`config.mk`:
```
export PLATFORM = sky130hd
export DESIGN_NAME = seconds_to_calendar_date_flat
export DESIGN_NICKNAME = d
export VERILOG_FILES = /design/src/design/s2cd_pkg.sv /design/src/design/s2cd_if.sv /design/src/design/s2cd_sequencer.sv /design/src/design/s2cd_datapath.sv /design/src/design/seconds_to_calendar_date.sv /design/src/flat_wrapper.sv
export SDC_FILE = /design/constraint.sdc
export NUM_CORES = 1
export LEC_CHECK = 0
export BUFFER_PORTS_ARGS = -buffer_cell sky130_fd_sc_hd__buf_2
export CAP_MARGIN = 20
export CORE_UTILIZATION = 50
export CTS_BUF_LIST = sky130_fd_sc_hd__clkbuf_2
export DETAILED_ROUTE_END_ITERATION = 10
export PLACE_DENSITY = 0.78
export SLEW_MARGIN = 15
export SYNTH_ARGS = -nofsm -noshare
export SYNTH_HDL_FRONTEND = slang
export SYNTH_SLANG_ARGS = --single-unit
```
`constraint.sdc`:
```
create_clock -name clk -period 10.07 [get_ports clk]
set_clock_uncertainty 0.2 [all_clocks]
set_input_delay 1.007 -clock clk [delete_from_list [all_inputs] [get_ports clk]]
set_output_delay 1.007 -clock clk [all_outputs]
set_load 0.1 [all_outputs]
```
`src/design/s2cd_pkg.sv`:
```
// Shared types, constants and the microcode program of the seconds-to-date converter.
// Used by the sequencer, the datapath and the top level; depends on nothing.
package s2cd_pkg;

    localparam int TS_W    = 32;
    localparam int PC_W    = 4;
    localparam int DAYS_W  = 16;
    localparam int YEAR_W  = 7;
    localparam int MON_W   = 4;
    localparam int MUL_A_W = 25;
    localparam int MUL_B_W = 26;
    localparam int MUL_P_W = MUL_A_W + MUL_B_W;

    // Division by multiplication: floor(n / d) = (n * R) >> S for every n a step can see.
    // The day step drops the seven low bits first, since 86400 = 128 * 675.
    localparam int DAY_PRESHIFT = 7;
    localparam int HOUR_IN_W    = 17;
    localparam int MIN_IN_W     = 12;
    localparam int SH_DAY       = 35;
    localparam int SH_HOUR      = 29;
    localparam int SH_MIN       = 18;
    localparam logic [MUL_B_W-1:0] RECIP_DAY     = 26'd50903317; // ceil(2^35 / 675)
    localparam logic [MUL_B_W-1:0] RECIP_HOUR    = 26'd149131;   // ceil(2^29 / 3600)
    localparam logic [MUL_B_W-1:0] RECIP_MIN     = 26'd4370;     // ceil(2^18 / 60)
    localparam logic [MUL_B_W-1:0] SECS_PER_DAY  = 26'd86400;
    localparam logic [MUL_B_W-1:0] SECS_PER_HOUR = 26'd3600;
    localparam logic [MUL_B_W-1:0] SECS_PER_MIN  = 26'd60;

    localparam logic [TS_W-1:0]   QUAD_DAYS      = 32'd1461;
    localparam logic [TS_W-1:0]   LEAP_YEAR_DAYS = 32'd366;
    localparam logic [TS_W-1:0]   YEAR_DAYS      = 32'd365;
    localparam logic [DAYS_W-1:0] DAYS_IN_RANGE  = 16'd36525;
    localparam logic [YEAR_W-1:0] YEAR_LAST      = 7'd99;
    localparam logic [MON_W-1:0]  MONTH_LAST     = 4'd11;

    typedef enum logic [3:0] {
        UOP_NOP,
        UOP_QUO_DAY,
        UOP_REM_DAY,
        UOP_QUO_HOUR,
        UOP_REM_HOUR,
        UOP_QUO_MIN,
        UOP_SAVE_MS,
        UOP_SUB_QUAD,
        UOP_SUB_YEAR,
        UOP_SUB_MON,
        UOP_DONE
    } uop_t;

    typedef enum logic [2:0] {
        COND_NONE,
        COND_ALWAYS,
        COND_GE,
        COND_OOR,
        COND_WAIT
    } cond_t;

    // Program addresses that are jump targets.
    localparam logic [PC_W-1:0] PC_START     = 4'd0;
    localparam logic [PC_W-1:0] PC_QUAD_LOOP = 4'd7;
    localparam logic [PC_W-1:0] PC_YEAR_LOOP = 4'd8;
    localparam logic [PC_W-1:0] PC_MON_LOOP  = 4'd9;
    localparam logic [PC_W-1:0] PC_DONE      = 4'd10;

    typedef struct packed {
        uop_t             uop;
        cond_t            cond;
        logic [PC_W-1:0]  target;
    } ucode_t;

    typedef struct packed {
        logic             start;
        uop_t             uop;
    } ctrl_t;

    typedef struct packed {
        logic ge;
        logic oor;
        logic out_busy;
    } status_t;

    function automatic ucode_t ucode_rom(input logic [PC_W-1:0] pc);
        ucode_t w;
        case (pc)
            4'd0:    w = '{UOP_QUO_DAY,  COND_NONE,   PC_START};
            4'd1:    w = '{UOP_REM_DAY,  COND_NONE,   PC_START};
            4'd2:    w = '{UOP_QUO_HOUR, COND_NONE,   PC_START};
            4'd3:    w = '{UOP_REM_HOUR, COND_NONE,   PC_START};
            4'd4:    w = '{UOP_QUO_MIN,  COND_NONE,   PC_START};
            4'd5:    w = '{UOP_SAVE_MS,  COND_NONE,   PC_START};
            4'd6:    w = '{UOP_NOP,      COND_OOR,    PC_DONE};
            4'd7:    w = '{UOP_SUB_QUAD, COND_GE,     PC_QUAD_LOOP};
            4'd8:    w = '{UOP_SUB_YEAR, COND_GE,     PC_YEAR_LOOP};
            4'd9:    w = '{UOP_SUB_MON,  COND_GE,     PC_MON_LOOP};
            4'd10:   w = '{UOP_DONE,     COND_WAIT,   PC_DONE};
            default: w = '{UOP_NOP,      COND_ALWAYS, PC_DONE};
        endcase
        return w;
    endfunction

    // Length of month idx (0 = January) in a leap or common year.
    function automatic logic [4:0] month_len(input logic leap, input logic [MON_W-1:0] idx);
        logic [4:0] len;
        case (idx)
            4'd1:    len = leap ? 5'd29 : 5'd28;
            4'd3:    len = 5'd30;
            4'd5:    len = 5'd30;
            4'd8:    len = 5'd30;
            4'd10:   len = 5'd30;
            default: len = 5'd31;
        endcase
        return len;
    endfunction

endpackage

```
`src/design/s2cd_if.sv`:
```
// Valid/ready channel interfaces for the timestamp input and the date result.
// Depends on nothing.
interface s2cd_in_if;
    logic        valid;
    logic        ready;
    logic [31:0] timestamp;

    modport source (output valid, output timestamp, input ready);
    modport sink   (input valid, input timestamp, output ready);
endinterface

interface s2cd_out_if;
    logic       valid;
    logic       ready;
    logic [5:0] second;
    logic [5:0] minute;
    logic [4:0] hour;
    logic [4:0] day;
    logic [3:0] month;
    logic [6:0] year;
    logic       out_of_range;

    modport source (output valid, output second, output minute, output hour, output day,
                    output month, output year, output out_of_range, input ready);
    modport sink   (input valid, input second, input minute, input hour, input day,
                    input month, input year, input out_of_range, output ready);
endinterface

```
`src/design/s2cd_sequencer.sv`:
```
// Microcode sequencer: step counter, program ROM lookup and jump logic.
// Depends on s2cd_pkg.
module s2cd_sequencer (
    input  logic               clk,
    input  logic               rst_n,
    input  logic               in_valid,
    output logic               in_ready,
    input  s2cd_pkg::status_t  status,
    output s2cd_pkg::ctrl_t    ctrl
);

    logic                       busy_reg, busy_next;
    logic [s2cd_pkg::PC_W-1:0]  pc_reg, pc_next;
    s2cd_pkg::ucode_t           word;
    logic                       take;

    assign word     = s2cd_pkg::ucode_rom(pc_reg);
    assign in_ready = !busy_reg;

    always_comb
    begin
        case (word.cond)
            s2cd_pkg::COND_ALWAYS: take = 1'b1;
            s2cd_pkg::COND_GE:     take = status.ge;
            s2cd_pkg::COND_OOR:    take = status.oor;
            s2cd_pkg::COND_WAIT:   take = status.out_busy;
            default:               take = 1'b0;
        endcase
    end

    always_comb
    begin
        busy_next = busy_reg;
        pc_next   = pc_reg;
        if (!busy_reg)
        begin
            if (in_valid)
            begin
                busy_next = 1'b1;
                pc_next   = s2cd_pkg::PC_START;
            end
        end
        else if (take)
        begin
            pc_next = word.target;
        end
        else if (word.uop == s2cd_pkg::UOP_DONE)
        begin
            busy_next = 1'b0;
        end
        else
        begin
            pc_next = pc_reg + 1'b1;
        end
    end

    always_comb
    begin
        ctrl.start = in_valid && !busy_reg;
        ctrl.uop   = busy_reg ? word.uop : s2cd_pkg::UOP_NOP;
    end

    always_ff @(posedge clk or negedge rst_n)
    begin
        if (!rst_n)
        begin
            busy_reg <= 1'b0;
            pc_reg   <= s2cd_pkg::PC_START;
        end
        else
        begin
            busy_reg <= busy_next;
            pc_reg   <= pc_next;
        end
    end

    a_pc_in_program: assert property (@(posedge clk) disable iff (!rst_n)
        busy_reg |-> pc_reg <= s2cd_pkg::PC_DONE)
        else $error("sequencer left the program");

    a_start_enters_program: assert property (@(posedge clk) disable iff (!rst_n)
        in_valid && !busy_reg |=> busy_reg && pc_reg == s2cd_pkg::PC_START)
        else $error("accepted timestamp did not start the program");

    a_done_releases: assert property (@(posedge clk) disable iff (!rst_n)
        busy_reg && pc_reg == s2cd_pkg::PC_DONE && !status.out_busy |=> !busy_reg)
        else $error("sequencer did not finish after the result was written");

endmodule

```
`src/design/s2cd_datapath.sv`:
```
// Datapath: a shared multiplier, one shared compare-and-subtract unit, working registers and
// the result register. Depends on s2cd_pkg and the date channel interface in s2cd_if.sv.
module s2cd_datapath (
    input  logic                       clk,
    input  logic                       rst_n,
    input  logic [s2cd_pkg::TS_W-1:0]  timestamp,
    input  s2cd_pkg::ctrl_t            ctrl,
    output s2cd_pkg::status_t          status,
    s2cd_out_if.source                 date
);

    logic [s2cd_pkg::TS_W-1:0]   acc_reg, acc_next;
    logic [s2cd_pkg::DAYS_W-1:0] quo_reg, quo_next;
    logic [s2cd_pkg::DAYS_W-1:0] days_reg, days_next;
    logic [5:0]                  sec_reg, sec_next;
    logic [5:0]                  min_reg, min_next;
    logic [4:0]                  hour_reg, hour_next;
    logic [s2cd_pkg::YEAR_W-1:0] yr_reg, yr_next;
    logic [s2cd_pkg::MON_W-1:0]  mon_reg, mon_next;
    logic                        oor_reg, oor_next;
    logic                        out_valid_reg, out_valid_next;
    logic [5:0]                  out_sec_reg, out_sec_next;
    logic [5:0]                  out_min_reg, out_min_next;
    logic [4:0]                  out_hour_reg, out_hour_next;
    logic [4:0]                  out_day_reg, out_day_next;
    logic [3:0]                  out_mon_reg, out_mon_next;
    logic [6:0]                  out_yr_reg, out_yr_next;
    logic                        out_oor_reg, out_oor_next;

    logic [s2cd_pkg::MUL_A_W-1:0] mul_a;
    logic [s2cd_pkg::MUL_B_W-1:0] mul_b;
    logic [s2cd_pkg::MUL_P_W-1:0] mul_p;
    logic [s2cd_pkg::TS_W-1:0]    sub_opnd;
    logic [s2cd_pkg::TS_W-1:0]    diff;
    logic                         guard;
    logic                         ge;
    logic                         leap;
    logic                         out_busy;
    logic                         out_load;

    assign leap     = (yr_reg[1:0] == 2'b00);
    assign out_busy = out_valid_reg && !date.ready;
    assign out_load = (ctrl.uop == s2cd_pkg::UOP_DONE) && !out_busy;

    // Shared multiplier: a reciprocal for each quotient, the divisor for each remainder.
    always_comb
    begin
        mul_a = '0;
        mul_b = '0;
        case (ctrl.uop)
            s2cd_pkg::UOP_QUO_DAY:
            begin
                mul_a = acc_reg[s2cd_pkg::TS_W-1:s2cd_pkg::DAY_PRESHIFT];
                mul_b = s2cd_pkg::RECIP_DAY;
            end
            s2cd_pkg::UOP_REM_DAY:
            begin
                mul_a = {{(s2cd_pkg::MUL_A_W-s2cd_pkg::DAYS_W){1'b0}}, quo_reg};
                mul_b = s2cd_pkg::SECS_PER_DAY;
            end
            s2cd_pkg::UOP_QUO_HOUR:
            begin
                mul_a = {{(s2cd_pkg::MUL_A_W-s2cd_pkg::HOUR_IN_W){1'b0}},
                         acc_reg[s2cd_pkg::HOUR_IN_W-1:0]};
                mul_b = s2cd_pkg::RECIP_HOUR;
            end
            s2cd_pkg::UOP_REM_HOUR:
            begin
                mul_a = {{(s2cd_pkg::MUL_A_W-s2cd_pkg::DAYS_W){1'b0}}, quo_reg};
                mul_b = s2cd_pkg::SECS_PER_HOUR;
            end
            s2cd_pkg::UOP_QUO_MIN:
            begin
                mul_a = {{(s2cd_pkg::MUL_A_W-s2cd_pkg::MIN_IN_W){1'b0}},
                         acc_reg[s2cd_pkg::MIN_IN_W-1:0]};
                mul_b = s2cd_pkg::RECIP_MIN;
            end
            s2cd_pkg::UOP_SAVE_MS:
            begin
                mul_a = {{(s2cd_pkg::MUL_A_W-s2cd_pkg::DAYS_W){1'b0}}, quo_reg};
                mul_b = s2cd_pkg::SECS_PER_MIN;
            end
            default: ;
        endcase
        mul_p = {{s2cd_pkg::MUL_B_W{1'b0}}, mul_a} * {{s2cd_pkg::MUL_A_W{1'b0}}, mul_b};
    end

    // Shared subtractor: remainders, four-year blocks, years and months.
    always_comb
    begin
        sub_opnd = mul_p[s2cd_pkg::TS_W-1:0];
        guard    = 1'b1;
        case (ctrl.uop)
            s2cd_pkg::UOP_SUB_QUAD: sub_opnd = s2cd_pkg::QUAD_DAYS;
            s2cd_pkg::UOP_SUB_YEAR:
            begin
                sub_opnd = leap ? s2cd_pkg::LEAP_YEAR_DAYS : s2cd_pkg::YEAR_DAYS;
                guard    = yr_reg < s2cd_pkg::YEAR_LAST;
            end
            s2cd_pkg::UOP_SUB_MON:
            begin
                sub_opnd = {27'd0, s2cd_pkg::month_len(leap, mon_reg)};
                guard    = mon_reg < s2cd_pkg::MONTH_LAST;
            end
            default: ;
        endcase
        ge   = guard && (acc_reg >= sub_opnd);
        diff = acc_reg - sub_opnd;
    end

    always_comb
    begin
        status.ge       = ge;
        status.oor      = oor_reg;
        status.out_busy = out_busy;
    end

    always_comb
    begin
        acc_next  = acc_reg;
        quo_next  = quo_reg;
        days_next = days_reg;
        sec_next  = sec_reg;
        min_next  = min_reg;
        hour_next = hour_reg;
        yr_next   = yr_reg;
        mon_next  = mon_reg;
        oor_next  = oor_reg;
        if (ctrl.start)
        begin
            acc_next = timestamp;
        end
        case (ctrl.uop)
            s2cd_pkg::UOP_QUO_DAY:
            begin
                quo_next = mul_p[s2cd_pkg::SH_DAY+s2cd_pkg::DAYS_W-1:s2cd_pkg::SH_DAY];
            end
            s2cd_pkg::UOP_REM_DAY:
            begin
                days_next = quo_reg;
                acc_next  = diff;
            end
            s2cd_pkg::UOP_QUO_HOUR:
            begin
                quo_next = mul_p[s2cd_pkg::SH_HOUR+s2cd_pkg::DAYS_W-1:s2cd_pkg::SH_HOUR];
            end
            s2cd_pkg::UOP_REM_HOUR:
            begin
                hour_next = quo_reg[4:0];
                acc_next  = diff;
            end
            s2cd_pkg::UOP_QUO_MIN:
            begin
                quo_next = mul_p[s2cd_pkg::SH_MIN+s2cd_pkg::DAYS_W-1:s2cd_pkg::SH_MIN];
            end
            s2cd_pkg::UOP_SAVE_MS:
            begin
                min_next = quo_reg[5:0];
                sec_next = diff[5:0];
                acc_next = {{(s2cd_pkg::TS_W-s2cd_pkg::DAYS_W){1'b0}}, days_reg};
                oor_next = days_reg >= s2cd_pkg::DAYS_IN_RANGE;
                yr_next  = '0;
                mon_next = '0;
            end
            s2cd_pkg::UOP_SUB_QUAD:
            begin
                if (ge)
                begin
                    acc_next = diff;
                    yr_next  = yr_reg + 7'd4;
                end
            end
            s2cd_pkg::UOP_SUB_YEAR:
            begin
                if (ge)
                begin
                    acc_next = diff;
                    yr_next  = yr_reg + 7'd1;
                end
            end
            s2cd_pkg::UOP_SUB_MON:
            begin
                if (ge)
                begin
                    acc_next = diff;
                    mon_next = mon_reg + 4'd1;
                end
            end
            default: ;
        endcase
    end

    // Result register: a finished date waits here while the next timestamp is taken.
    always_comb
    begin
        out_valid_next = out_valid_reg;
        out_sec_next   = out_sec_reg;
        out_min_next   = out_min_reg;
        out_hour_next  = out_hour_reg;
        out_day_next   = out_day_reg;
        out_mon_next   = out_mon_reg;
        out_yr_next    = out_yr_reg;
        out_oor_next   = out_oor_reg;
        if (out_valid_reg && date.ready)
        begin
            out_valid_next = 1'b0;
        end
        if (out_load)
        begin
            out_valid_next = 1'b1;
            out_sec_next   = sec_reg;
            out_min_next   = min_reg;
            out_hour_next  = hour_reg;
            out_day_next   = oor_reg ? 5'd0 : acc_reg[4:0] + 5'd1;
            out_mon_next   = oor_reg ? 4'd0 : mon_reg + 4'd1;
            out_yr_next    = oor_reg ? 7'd0 : yr_reg;
            out_oor_next   = oor_reg;
        end
    end

    always_ff @(posedge clk or negedge rst_n)
    begin
        if (!rst_n)
        begin
            out_valid_reg <= 1'b0;
        end
        else
        begin
            out_valid_reg <= out_valid_next;
        end
    end

    always_ff @(posedge clk)
    begin
        acc_reg      <= acc_next;
        quo_reg      <= quo_next;
        days_reg     <= days_next;
        sec_reg      <= sec_next;
        min_reg      <= min_next;
        hour_reg     <= hour_next;
        yr_reg       <= yr_next;
        mon_reg      <= mon_next;
        oor_reg      <= oor_next;
        out_sec_reg  <= out_sec_next;
        out_min_reg  <= out_min_next;
        out_hour_reg <= out_hour_next;
        out_day_reg  <= out_day_next;
        out_mon_reg  <= out_mon_next;
        out_yr_reg   <= out_yr_next;
        out_oor_reg  <= out_oor_next;
    end

    assign date.valid        = out_valid_reg;
    assign date.second       = out_sec_reg;
    assign date.minute       = out_min_reg;
    assign date.hour         = out_hour_reg;
    assign date.day          = out_day_reg;
    assign date.month        = out_mon_reg;
    assign date.year         = out_yr_reg;
    assign date.out_of_range = out_oor_reg;

    a_time_fields: assert property (@(posedge clk) disable iff (!rst_n)
        out_valid_reg |-> out_sec_reg < 6'd60 && out_min_reg < 6'd60 && out_hour_reg < 5'd24)
        else $error("time of day out of range");

    a_date_in_range: assert property (@(posedge clk) disable iff (!rst_n)
        out_valid_reg && !out_oor_reg |->
            out_mon_reg >= 4'd1 && out_mon_reg <= 4'd12 && out_day_reg >= 5'd1
            && out_yr_reg <= s2cd_pkg::YEAR_LAST)
        else $error("calendar date malformed");

    a_oor_zero: assert property (@(posedge clk) disable iff (!rst_n)
        out_valid_reg && out_oor_reg |->
            out_day_reg == 5'd0 && out_mon_reg == 4'd0 && out_yr_reg == 7'd0)
        else $error("date fields not cleared past the covered range");

endmodule

```
`src/design/seconds_to_calendar_date.sv`:
```
// Converts a count of seconds since 2000-01-01 00:00:00 into second, minute, hour, day,
// month and year since 2000. One timestamp is taken per transfer on the stamp channel and one
// date leaves per transfer on the date channel. A small microcode program drives a shared
// multiplier and a single compare-and-subtract unit: the time of day is split off by three
// divisions (by 86400, 3600 and 60), each done as a multiplication by a fixed reciprocal for
// the quotient and a multiply-and-subtract for the remainder, then the day count is walked
// through four-year blocks of 1461 days, single years and months, one subtraction a cycle.
// Every year divisible by four is a leap year. A timestamp at or past 3155760000 seconds (the
// end of 2099) sets out_of_range and zeroes day, month and year; the time of day is still
// given. The time of day is split off first; an out-of-range timestamp then skips the walk,
// which otherwise runs through up to 24 four-year blocks, 3 years and 11 months. The next
// timestamp is taken in the cycle after a result is written, while that result may still
// wait in the output register for its transfer.
// Depends on s2cd_pkg, s2cd_if.sv, s2cd_sequencer and s2cd_datapath.
module seconds_to_calendar_date (
    input  logic        clk,
    input  logic        rst_n,
    s2cd_in_if.sink     stamp,
    s2cd_out_if.source  date
);

    s2cd_pkg::ctrl_t   ctrl;
    s2cd_pkg::status_t status;
    logic              seq_ready;

    // The sequencer owns the input handshake and steps through the program.
    s2cd_sequencer u_sequencer (
        .clk      (clk),
        .rst_n    (rst_n),
        .in_valid (stamp.valid),
        .in_ready (seq_ready),
        .status   (status),
        .ctrl     (ctrl)
    );

    assign stamp.ready = seq_ready;

    // The datapath captures the timestamp on the accepting cycle and holds the result register.
    s2cd_datapath u_datapath (
        .clk       (clk),
        .rst_n     (rst_n),
        .timestamp (stamp.timestamp),
        .ctrl      (ctrl),
        .status    (status),
        .date      (date)
    );

endmodule

```
`src/flat_wrapper.sv`:
```
// flat-port wrapper written by rule: the top's interface ports become plain ports
module seconds_to_calendar_date_flat 
  (clk, rst_n, stamp_valid, stamp_timestamp, stamp_ready, date_valid, date_second, date_minute, date_hour, date_day, date_month, date_year, date_out_of_range, date_ready);
  s2cd_in_if stamp_i ();
  s2cd_out_if date_i ();
  input  logic clk;
  input  logic rst_n;
  input wire logic [$bits(stamp_i.valid)-1:0] stamp_valid;
  input wire logic [$bits(stamp_i.timestamp)-1:0] stamp_timestamp;
  output wire logic [$bits(stamp_i.ready)-1:0] stamp_ready;
  output wire logic [$bits(date_i.valid)-1:0] date_valid;
  output wire logic [$bits(date_i.second)-1:0] date_second;
  output wire logic [$bits(date_i.minute)-1:0] date_minute;
  output wire logic [$bits(date_i.hour)-1:0] date_hour;
  output wire logic [$bits(date_i.day)-1:0] date_day;
  output wire logic [$bits(date_i.month)-1:0] date_month;
  output wire logic [$bits(date_i.year)-1:0] date_year;
  output wire logic [$bits(date_i.out_of_range)-1:0] date_out_of_range;
  input wire logic [$bits(date_i.ready)-1:0] date_ready;
  assign stamp_i.valid = stamp_valid;
  assign stamp_i.timestamp = stamp_timestamp;
  assign stamp_ready = stamp_i.ready;
  assign date_valid = date_i.valid;
  assign date_second = date_i.second;
  assign date_minute = date_i.minute;
  assign date_hour = date_i.hour;
  assign date_day = date_i.day;
  assign date_month = date_i.month;
  assign date_year = date_i.year;
  assign date_out_of_range = date_i.out_of_range;
  assign date_i.ready = date_ready;
  seconds_to_calendar_date u_core (.clk(clk), .rst_n(rst_n), .stamp(stamp_i), .date(date_i));
endmodule
```
==> run metrics <==
worst reg2reg setup slack=-0.42 ns; most instantiated library cell after synthesis=sky130_fd_sc_hd__inv_1; startpoint-to-endpoint class of the critical path=flop to flop; top post-synthesis cells by area=sky130_fd_sc_hd__fa_1 (32%), sky130_fd_sc_hd__ha_1 (16%), sky130_fd_sc_hd__edfxtp_1 (11%); maximum buffer depth of the clock tree=2; Clk Latency, worst-skew pair=0.76 ns; final-layout fill cell count=4199; final clock period utilization by the worst path=104%; top fanout value on the critical path=7; final critical-path setup slack=-0.422 ns; synth warn=0; largest area contributor in the netlist=sky130_fd_sc_hd__fa_1; netlist area before placement=0.0249 mm²; Post-route DRC=0; # port buffers=71; proportion of synthesized chip area in sequential cells=14.6%; clock tree from TritonCTS=yes; longest individual stage delay on the worst path=0.58 ns; Hold Path Class=flop to flop; endpoint kind of the worst setup timing path=flop; global-route usage over all layers=34.1%; total gr overflow=0; slowest library cell on the worst path=sky130_fd_sc_hd__fa_1; detailed placer's ending HPWL=71700 µm; DR iter-0 viols=1727; average routed wire per standard cell=21.7 µm; number of levels in the clock H-tree=4; timing-limited maximum frequency=95.3 MHz; synthesis-to-layout area growth=22.5%; Initial DRT Pass Iterations=8; Cells after Synth=2657; fin nets=3926; final weighted congestion of routability-driven global placement=1.00; number of buffers added by the clock tree synthesis step=17; RSZ-0062 raised after global routing=true; clock-pin slew on the worst setup and hold paths=0.23 ns; flip-flop count of the largest register after layout=32; Core Box Area=0.0491 mm²; leading post-synthesis cells by instance count=sky130_fd_sc_hd__inv_1 (591), sky130_fd_sc_hd__fa_1 (401), sky130_fd_sc_hd__ha_1 (312); number of global-route vias before repair=22700; Die Height=225 µm; Crit path required time=10.52 ns; violated checks=setup timing; Avg Inst Size Synth=9.37 µm²; antenna violations before repair=1; final number of max-transition violations=0; Die X=225 µm; Antenna Cells=0; IO Pins=72; Yosys cell types=98; maximum number of pins on one net before global-route repair=37; number of storage elements in the synthesis netlist=133; post-DR vias/cell=5.50; top cell type's share of synthesized area=32.2%; effective utilization at floorplan=50.8%; asr flop ratio synth=4.51%; number of sinks handled by clock tree synthesis=133; Max-slew headroom=25.7%; Total Die Area=0.0507 mm²; Critical Path AT=10.94 ns; Routed WL=83600 µm; first-pass GRT wire length=129000 µm; clock tree root driver cell=sky130_fd_sc_hd__clkbuf_2; Top FF cell, synth=sky130_fd_sc_hd__edfxtp_1; max-cap viol count=0; number of rows in the core area=81; post-layout minimum cycle time=10.49 ns; share of cells above drive strength 1=22.1%; number of enable-type register cells in the synthesized netlist=95; critical path launch point type=flop; setup tns final=-12.80 ns; slew of the pin with the lowest slew margin=1.11 ns; endpoints failing setup=47; total vias in the final route=21200; status=finished with violations; number of hold-slack violations in the final timing report=0; antenna violation net count after detailed routing=0
## metrics by stage
stage	hold WS [ns]	setup slack, ns	instance area, µm²	cells	util [%]
6_report	0.243	-0.422	30500	3854	62.2
5_1_grt	0.160	-0.763	30500	3854	62.2
4_1_cts	0.214	-0.309	30200	3843	61.5
3_5_place_dp	0.206	-0.647	29300	3782	59.7
3_3_place_gp	0.202	-0.498	29300	3782	59.7
2_1_floorplan	0.200	-0.0905	25400	2729	-
## kinds of logic after synthesis
logic type | Yosys count | share of synthesized area, %
DFF | 133 | 14.6
buffers and inverters | 666 | 10.3
other | 2 | 0.0302
xor gates and xnor gates | 79 | 2.78
muxes | 21 | 0.844
adders and majority gates | 713 | 47.9
and+or+nand+nor | 609 | 11.4
AOI/OAI and AO/OA | 434 | 12.1
## per-layer routing
metal  part of all wire, %  vias to the layer above  routed length, µm  track usage (%)
met4                   4.8                        2               4020             13.4
met2                    49                      870              40800             58.7
met3                   7.3                      233               6120             5.15
met1                    39                    10600              32700             43.0
li1                      -                     9535                  -                -
met5                 0.016                        -                 13                0
## area by class of cell
cell class | instances | area [µm²] | share of cell area, %
inverter | 597 | 2250 | 7.38
timing repair buffer | 498 | 3800 | 12.5
clock buffer | 17 | 85.1 | 0.279
sequential | 133 | 3650 | 12.0
tap | 664 | 831 | 2.72
clock inverter | 15 | 178 | 0.583
multi-input combinational | 1930 | 19700 | 64.6
## critical path: cells and delay by family (launching register included)
family	cells	cell delay, ns
adder cells (fa/ha/maj)	10	4.55
flip-flops	1	0.51
AO/OA/AOI/OAI	13	1.86
AND/OR/NAND/NOR	9	1.63
buffers and inverters	13	1.48
XOR/XNOR	1	0.14
## cell usage in the layout (no fill, tap or decap), types with 10 or more instances in the layout
master / n
sky130_fd_sc_hd__ha_4: 11
sky130_fd_sc_hd__nor2_1: 150
sky130_fd_sc_hd__ha_1: 299
sky130_fd_sc_hd__buf_4: 403
sky130_fd_sc_hd__dfxtp_1: 32
sky130_fd_sc_hd__a21o_1: 63
sky130_fd_sc_hd__a21oi_2: 19
sky130_fd_sc_hd__edfxtp_1: 95
sky130_fd_sc_hd__o21a_1: 10
sky130_fd_sc_hd__o21ai_0: 64
sky130_fd_sc_hd__a31oi_1: 11
sky130_fd_sc_hd__mux2i_1: 21
sky130_fd_sc_hd__a221o_1: 12
sky130_fd_sc_hd__nor2_2: 12
sky130_fd_sc_hd__xor2_1: 43
sky130_fd_sc_hd__buf_2: 71
sky130_fd_sc_hd__nor2b_1: 17
sky130_fd_sc_hd__nand2b_1: 21
sky130_fd_sc_hd__or2_2: 12
sky130_fd_sc_hd__a21oi_1: 92
sky130_fd_sc_hd__nand2_2: 10
sky130_fd_sc_hd__and2_1: 38
sky130_fd_sc_hd__nand3_1: 30
sky130_fd_sc_hd__fa_1: 392
sky130_fd_sc_hd__o21ai_1: 16
sky130_fd_sc_hd__conb_1: 74
sky130_fd_sc_hd__o22ai_1: 10
sky130_fd_sc_hd__inv_1: 584
sky130_fd_sc_hd__nand2_1: 223
sky130_fd_sc_hd__nor3_1: 16
sky130_fd_sc_hd__buf_12: 11
sky130_fd_sc_hd__xnor2_1: 34
sky130_fd_sc_hd__nand4_1: 15
sky130_fd_sc_hd__clkbuf_2: 17
sky130_fd_sc_hd__and3_1: 12
## timing repair
action / CTS / global route
pin swaps: 54 / 20
buffers inserted: 26 / 11
endpoints found under the hold margin: 6 / 0
hold buffers: 1 / 0
resized for setup: 87 / 41
cloned: 2 / 1
setup endpoints to repair: 47 / 51
## worst paths after layout
kind / startpoint / to / cells after the start
max in group asynchronous: rst_n / u_core.u_sequencer.pc_reg[2] / 2
setup reg to reg: u_core.u_sequencer.pc_reg[1] / u_core.u_sequencer.pc_reg[0] / 46
hold / removal: u_core.u_datapath.min_reg[3] / u_core.u_datapath.date.minute[3] / 0
min in group asynchronous: rst_n / u_core.u_datapath.date.valid / 2
hold reg to reg: u_core.u_datapath.min_reg[3] / u_core.u_datapath.date.minute[3] / 0
setup / recovery: u_core.u_sequencer.pc_reg[1] / u_core.u_sequencer.pc_reg[0] / 46
Power is left out: the tool's default activity adds up to more than one toggle a clock period on the data nets, which glitch-free logic cannot reach.
